## src/dvf_way_match.sv

```systemverilog
module dvf_way_match #(
    parameter int unsigned NUM_WAYS = 4,
    parameter int unsigned TAG_W    = 18,
    parameter int unsigned PTR_W    = 2
) (
    input  logic [NUM_WAYS*TAG_W-1:0] i_row,
    input  logic [TAG_W-1:0]          i_tag,
    input  logic [PTR_W-1:0]          i_ptr,
    output logic                      o_hit,
    output logic [NUM_WAYS*TAG_W-1:0] o_new_row
);

    logic [NUM_WAYS-1:0] w_way_hit;

    // Compare the tag against every way of the set
    always_comb begin
        for (int w = 0; w < NUM_WAYS; w++) begin
            w_way_hit[w] = (i_row[w*TAG_W +: TAG_W] == i_tag);
        end
    end

    assign o_hit = |w_way_hit;

    // Replace the way under the round-robin pointer
    always_comb begin
        o_new_row = i_row;
        for (int w = 0; w < NUM_WAYS; w++) begin
            if (i_ptr == PTR_W'(w)) begin
                o_new_row[w*TAG_W +: TAG_W] = i_tag;
            end
        end
    end

endmodule

```

## config.mk

```make
export PLATFORM = sky130hd
export DESIGN_NAME = dvf_way_match
export DESIGN_NICKNAME = d
export VERILOG_FILES = /design/src/dvf_way_match.sv
export SDC_FILE = /design/constraint.sdc
export NUM_CORES = 1
export LEC_CHECK = 0
export BUFFER_PORTS_ARGS = -buffer_cell sky130_fd_sc_hd__buf_2
export CAP_MARGIN = 20
export CELL_PAD_IN_SITES_DETAIL_PLACEMENT = 0
export CELL_PAD_IN_SITES_GLOBAL_PLACEMENT = 2
export CORE_UTILIZATION = 20
export DETAILED_ROUTE_END_ITERATION = 10
export MAX_ROUTING_LAYER = met4
export PLACE_DENSITY_LB_ADDON = 0.1
export SYNTH_ARGS = -nofsm -noshare
export SYNTH_HDL_FRONTEND = slang
export SYNTH_SLANG_ARGS = --single-unit
```

## constraint.sdc

```tcl
create_clock -name vclk -period 2.93
set_input_delay 0.293 -clock vclk [all_inputs]
set_output_delay 0.293 -clock vclk [all_outputs]
set_load 0.005 [all_outputs]
```

==> results.json, run 1 <==
{
  "status": "finished with violations",
  "violations": "design-rule violations",
  "rows": 34,
  "synth_fa_ha_area_frac": 0,
  "start_util": 0.2084,
  "fin_crit_ns": 1.982,
  "relSlewSlack": 0.4957,
  "postLayoutCoreUtil": 0.3004,
  "leakage_uw": 0.001296,
  "synth-xor-area-share": 0.3436,
  "ir_drop_mv": 0.06051,
  "p_per_area_nw_per_um2": 164.5,
  "timing.final.crit_share": 0.6764,
  "numPortBuffers": 165,
  "crit_arrival_ns": 1.69,
  "drtIter0Drc": 54,
  "wl_per_cell_um": 16.49,
  "seq_cells": 0,
  "grt_usage": 0.1673,
  "antenna_found_initial": 0,
  "synth_simple_gate_area_frac": 0.2140,
  "finalSetupViolations": 0,
  "regArea_um2": 0,
  "rsz0062_at_grt": "false",
  "die_w_um": 97.80,
  "grt_overflow": 0,
  "synth_top_area_cell": "mux2_2",
  "viasPerCell": 4.243,
  "first_pass_iters": 7,
  "ctsResizeCount": 0,
  "worstMarginPinSlew_ns": 0.7565,
  "synthMuxAreaShare": 0.3517,
  "area_delta_synth_final_pct": 44.10,
  "avgSynthCellArea_um2": 7.778,
  "hold_depth": 4,
  "ctsHoldBuffers": 0,
  "hp-class": "input pin to output pin",
  "dieHeight_um": 97.80,
  "synth_compound_area_frac": 0,
  "crit_path_start_kind": "input pin",
  "synth_top_family_by_area": "multiplexers",
  "dp_hpwl_um": 6776,
  "netlist_area_um2": 1836,
  "cp_max_fo": 8,
  "ys_warn_count": 0,
  "worst-endpoint-required_ns": 2.64,
  "fill_cells": 1026,
  "drive_gt1_frac": 0.5942,
  "n_clock_buffer": 0,
  "max-cap-violations": 0,
  "yosysSeqAreaShare": 0,
  "grt_max_degree": 19,
  "synth_nets": 328,
  "hold_viol_final": 0,
  "synthCells": 236,
  "postCtsSetupBuffers": 0,
  "drc": 24,
  "netlist.area_leader.share": 0.2699,
  "place.gp.congestion": 0.7638,
  "slew_violations": 0,
  "netlist_top_cells_area": "mux2_2, xnor2_1, nand2_1",
  "cp-end-kind": "output pin",
  "diodes": 0,
  "wl_um": 8000,
  "io_pins": 165,
  "timing_worst_setup_path_type": "input pin to output pin",
  "first_global_vias": 2065,
  "fmax_ghz": 0.5046,
  "synth.distinct_cells": 16,
  "vias": 2058,
  "finalSetupTns_ns": 0,
  "dieArea_um2": 9565,
  "ant_nets": 0,
  "grt_pass1_wl_um": 12120,
  "coreArea_um2": 8806,
  "fin_nets": 471
}
where the power goes:
group          internal [uW]  switching, uW
logic                    228            208
clock network              0              0
registers                  0              0
total                    228            208
cells in the final DEF, fill, tap and decap left out:
master and instances:
nor4_1 4, and2b_2 1, nand4_1 17, nor2_4 1
nor3_1 4, nand2b_1 2, xnor2_1 56, xor2_1 16
buf_2 165, mux2_2 44, nand2_2 1, mux2_4 10
buf_4 2, nand2_1 54
layout make-up:
type                            instances  area, um2  area share
Multi-Input combinational cell        210       1669      0.6310
Tap cell                              108      135.1     0.05109
Timing Repair Buffer                  167      840.8      0.3179
synth_stat cells:
master    count
and2b_2       1
xnor2_1      56
nand2b_1      2
nor4_1        4
nand2_2       1
buf_6         3
mux2_2       44
buf_2        21
nor3_1        4
nor2_4        1
nand4_1      17
mux2_4       10
xor2_1       16
buf_12        1
buf_4         1
nand2_1      54
metrics by stage:
step	hold WS (ns)	setup slack, ns	power (uW)	instance area (um2)	cells
after CTS	0.8806	0.9310	443.3	2645	485
final	0.8732	0.9483	435.2	2645	485
after floorplan	0.6755	1.561	254.0	1836	236
after global placement	0.8778	0.9223	442.6	2645	485
after global routing	0.9062	0.8440	481.6	2645	485
after detailed placement	0.8791	0.9362	440.0	2645	485
worst paths after layout:
kind,startpoint,to
setup / recovery,i_tag[13],o_hit
hold / removal,i_row[27],o_new_row[27]
per-layer routing:
layer  global-route usage  wire [um]  vias up  part of all wire
li1                     -          -     1070                 -
met1               0.2312       3778      897              0.47
met2               0.2777       3730       91              0.47
met3              0.01933        490        0             0.061
met4                    0          0        0                 0
met5                    -          0        -                 0
critical path: stages:
cell     delay, ns
buf_2         0.25
xnor2_1       0.15
nand4_1       0.14
nor3_1        0.39
nand4_1       0.18
nand4_1       0.16
buf_2         0.13
cell families (layout without fill, tap and decap cells):
group         count (synthesis)  count (layout)
mux                          54              54
simple gates                 84              84
xor+xnor                     72              72
buf+inv                      26             167
No activity file was read; power rests on OpenSTA's default activity.
==> run 2: changes to the inputs <==
- CORE_UTILIZATION: 20 -> 19
- clock period: 2.93 -> 1.9 ns (I/O delays scaled with it)
==> run 2 against run 1 <==
  * The run now ends clean
  * Count of clock-buffer cells in the layout did not move
  * Cell count grew 4.5%
  * Worst setup slack worse by 0.76 ns
  * Final area rose by 1.8%
  * Core utilization decreased by 1.0 points
  * Total power is 55% higher
  * Largest cell class unchanged
  * Largest power group unchanged
==> results.json, run 2 (same netlist as run 1, synthesis figures left out) <==
{
  "cp_max_fo": 8,
  "dieHeight_um": 100.3,
  "p_int_uw": 354.9,
  "diodes": 0,
  "met1_usage": 0.2107,
  "pwr-share-seq": 0,
  "status": "finished clean",
  "ctsResizeCount": 0,
  "wl_um": 7920,
  "finalSetupTns_ns": 0,
  "first_pass_iters": 4,
  "timing.final.crit_share": 0.9003,
  "fill_cells": 1111,
  "cp-end-kind": "output pin",
  "slew_violations": 0,
  "n_clock_buffer": 0,
  "layout_commonest_cell": "buf_2",
  "placed_cells_incl_taps": 507,
  "rsz0062_at_grt": "false",
  "ant_nets": 0,
  "timing_worst_setup_path_type": "input pin to output pin",
  "first_global_vias": 1957,
  "vias": 2104,
  "die_w_um": 100.3,
  "drc": 0,
  "final_cell_mix": "buf_2, xnor2_1, nand2_1",
  "hp-class": "input pin to output pin",
  "start_util": 0.1977,
  "layout.cells.non_filler": 507,
  "worst-endpoint-required_ns": 1.71,
  "dieArea_um2": 10060,
  "fin_nets": 472,
  "crit_arrival_ns": 1.52,
  "viasPerCell": 4.150,
  "switching_share": 0.4755,
  "grt_max_degree": 19,
  "leakage_uw": 0.001307,
  "placed_area_um2": 2691,
  "grt_overflow": 0,
  "dp_hpwl_um": 6705,
  "rows": 35,
  "ir_drop_mv": 0.1094,
  "drive_gt1_frac": 0.5952,
  "max-cap-violations": 0,
  "crit_path_start_kind": "input pin",
  "postCtsSetupBuffers": 0,
  "grt-busiest-layer": "met2",
  "grt_usage": 0.1495,
  "worstMarginPinSlew_ns": 0.4482,
  "fin_crit_ns": 1.711,
  "place.gp.congestion": 0.7369,
  "seq_cells": 0,
  "clkPwrFrac": 0,
  "wl_per_cell_um": 15.62,
  "p_per_area_nw_per_um2": 251.4,
  "fmax_ghz": 0.5846,
  "finalSetupViolations": 0,
  "io_pins": 165,
  "switchingPower_uw": 321.7,
  "use_met2": 0.2487,
  "regArea_um2": 0,
  "antenna_found_initial": 0,
  "hold_depth": 4,
  "grt_pass1_wl_um": 11050,
  "comb_power_share": 1.000,
  "relSlewSlack": 0.7002,
  "ctsHoldBuffers": 0,
  "area_delta_synth_final_pct": 46.63,
  "fin_area_um2": 2691,
  "numPortBuffers": 165,
  "hold_viol_final": 0,
  "drtIter0Drc": 50,
  "grt_util_met3": 0.009749,
  "coreArea_um2": 9284
}
[run 2: cell types whose count changed in the layout (fill, tap and decap cells not counted), sizes merged]
cell	change
buf	+1
[run 2: worst paths after layout]
check | from | end | slack (ns)
worst max-delay path | i_tag[13] | o_hit | 0.19
worst min-delay path | i_row[35] | o_new_row[35] | 0.67
[run 2: stage by stage]
stage / power (uW) / hold WS, ns / worst slack [ns] / utilization
after floorplan: 391.7 / 0.4695 / 0.7374 / -
after global placement: 690.3 / 0.6784 / 0.1310 / 0.2899
after detailed placement: 685.7 / 0.6717 / 0.1531 / 0.2899
after CTS: 690.3 / 0.6739 / 0.1531 / 0.2899
after global routing: 742.8 / 0.6934 / 0.07330 / 0.2899
final: 676.6 / 0.6722 / 0.1893 / 0.2899
[run 2: area by class of cell]
type / count / area [um2] / share of cell area
Multi-Input combinational cell: 210 / 1669 / 0.6202
Tap cell: 129 / 161.4 / 0.05997
Timing Repair Buffer: 168 / 860.8 / 0.3199
[run 2: power groups by stage]
stage          clock [uW]  combinational, uW  sequential, uW
2_1_floorplan           0                392               0
3_3_place_gp            0                690               0
3_5_place_dp            0                686               0
4_1_cts                 0                690               0
5_1_grt                 0                743               0
6_report                0                677               0
[run 2: metal layers]
metal,routed length [um],part of all wire,vias up
met4,0,0,0
met1,3779,0.48,941
li1,-,-,1072
met5,0,0,-
met3,444,0.056,0
met2,3695,0.47,91
[run 2: critical path, stage by stage]
cell and delay (ns):
buf_2 0.18, xnor2_1 0.24, nand4_1 0.18, nor3_1 0.34, nand4_1 0.15, nand4_1 0.11, buf_2 0.12
==> run 3: changes to the inputs <==
- ABC_AREA: unset -> 1
- CORE_UTILIZATION: 19 -> 16
==> run 3 against run 2 <==
  * Synthesized cell count is 100% higher
  * Total power is 6.9% higher
  * Critical endpoint unchanged
  * Core utilization is 4.5 points lower
  * Fmax is 15% higher
  * Largest cell class unchanged
==> results.json, run 3 <==
{
  "dieArea_um2": 13510,
  "worstMarginPinSlew_ns": 0.3147,
  "die_w_um": 116.2,
  "ctsResizeCount": 0,
  "finalSetupTns_ns": 0,
  "grt_max_degree": 37,
  "slew_violations": 0,
  "hp-class": "input pin to output pin",
  "grt_usage": 0.1380,
  "cp_max_fo": 7,
  "first_global_vias": 2763,
  "cp_num_buf_inv": 4,
  "grt_pass1_wl_um": 14160,
  "netlist_area_um2": 2088,
  "synth_simple_gate_area_frac": 0.5482,
  "worst-endpoint-required_ns": 1.71,
  "leakage_uw": 0.001963,
  "coreArea_um2": 12670,
  "timing_worst_setup_path_type": "input pin to output pin",
  "layout_commonest_cell": "nand2_1",
  "ctsHoldBuffers": 0,
  "crit_path_start_kind": "input pin",
  "synth_fa_ha_area_frac": 0,
  "wl_per_cell_um": 12.21,
  "placed_cells_incl_taps": 799,
  "synth_top_area_cell": "nand2_1",
  "synthCells": 472,
  "status": "finished clean",
  "dp_hpwl_um": 8378,
  "drive_gt1_frac": 0.3381,
  "viasPerCell": 3.927,
  "yosys-top-cells-count": "nand2_1, inv_1, o21ai_0",
  "vias": 3138,
  "finalSetupViolations": 0,
  "n_clock_buffer": 0,
  "drtIter0Drc": 114,
  "avgSynthCellArea_um2": 4.424,
  "synth.most_common_cell": "nand2_1",
  "relSlewSlack": 0.7902,
  "yosysSeqAreaShare": 0,
  "grt_overflow": 0,
  "fin_nets": 721,
  "fmax_ghz": 0.6718,
  "postCtsSetupBuffers": 0,
  "ys_warn_count": 0,
  "path_common_cell": "nand2_1",
  "max-cap-violations": 0,
  "final_cell_mix": "nand2_1, buf_2, inv_1",
  "synth_compound_area_frac": 0.2049,
  "fin_crit_ns": 1.488,
  "antenna_found_initial": 0,
  "cp-end-kind": "output pin",
  "drc": 0,
  "synth-xor-area-share": 0.07549,
  "cp_slowest_cell": "buf_2",
  "synthMuxAreaShare": 0,
  "crit_chain": "buf_2 -> inv_2 -> nand2_1 -> nand2_1 -> nor2_1 -> nand2_1 -> nor2_1 -> nand3_1 -> nand2_1 -> inv_1 -> nand2_1 -> buf_2",
  "rows": 41,
  "timing.final.crit_share": 0.7834,
  "seq_cells": 0,
  "first_pass_iters": 4,
  "synth.distinct_cells": 19,
  "ir_drop_mv": 0.05912,
  "place.gp.congestion": 0.7758,
  "hold_viol_final": 0,
  "rsz0062_at_grt": "false",
  "area_delta_synth_final_pct": 48.65,
  "io_pins": 165,
  "diodes": 0,
  "cp_top_family": "simple AND/OR/NAND/NOR gates",
  "synth_top_family_by_area": "simple AND/OR/NAND/NOR gates",
  "netlist.area_leader.share": 0.4242,
  "layout.cells.non_filler": 799,
  "dieHeight_um": 116.2,
  "synth_nets": 564,
  "start_util": 0.1648,
  "cpPeakStageDelay_ns": 0.15,
  "wl_um": 9759,
  "p_per_area_nw_per_um2": 233.1,
  "crit_arrival_ns": 1.30,
  "numPortBuffers": 165,
  "regArea_um2": 0,
  "netlist_top_cells_area": "nand2_1, o21ai_0, inv_1",
  "ant_nets": 0
}
==> run 3: changes by cell type after synthesis, sizes merged, moves of 12 or more <==
cell,change
nand2,+181
xnor2,-42
buf,-18
nand4,-15
mux2,-54
o21ai,+68
inv,+70
nor2,+40
xor2,-12
==> run 3: area by class of cell <==
class,count,area [um2]
tap,172,215.2
fill,1552,9567
timing repair buffer,172,890.9
multi-input combinational,385,1735
inverter,70,262.8
==> run 3: final timing paths <==
| check | cells after the start | startpoint | to |
|---|---|---|---|
| worst max-delay path | 12 | i_tag[2] | o_hit |
| worst min-delay path | 4 | i_row[22] | o_new_row[22] |
==> run 3: tightest hold or removal path, cell delays in order <==
cell,delay [ns]
buf_2,0.10
nand2_1,0.06
o21ai_2,0.05
buf_2,0.10
==> run 3: power breakdown <==
group,switching [uW],total (uW),leakage [uW],internal [uW]
Combinational,417,723,0.00196,306
Sequential,0,0,0,0
Clock,0,0,0,0
Total,417,723,0.00196,306
==> run 3: cells by family after synthesis <==
family                    after synthesis
and+or+nand+nor                       295
buffers and inverters                  87
AOI/OAI and AO/OA                      72
xor gates and xnor gates               18
==> run 3: per-layer routing <==
metal,vias to the layer above,share of wire,track usage
met5,-,0,-
met4,0,0.0018,0.002564
met3,2,0.039,0.007265
met2,90,0.48,0.2450
met1,1310,0.48,0.1813
li1,1736,-,-
==> run 3: metrics by stage <==
stage                 util  power, uW  hold slack [ns]  instance area [um2]  setup WS [ns]
finish              0.2450      723.5           0.6865                 3104         0.4115
global route        0.2450      828.5           0.7108                 3104         0.2409
CTS                 0.2450      743.5           0.6897                 3104         0.3376
detailed placement  0.2450      739.5           0.6880                 3104         0.3435
global placement    0.2450      742.9           0.6821                 3104         0.3301
floorplan                -      372.9           0.4757                 2088         0.8086
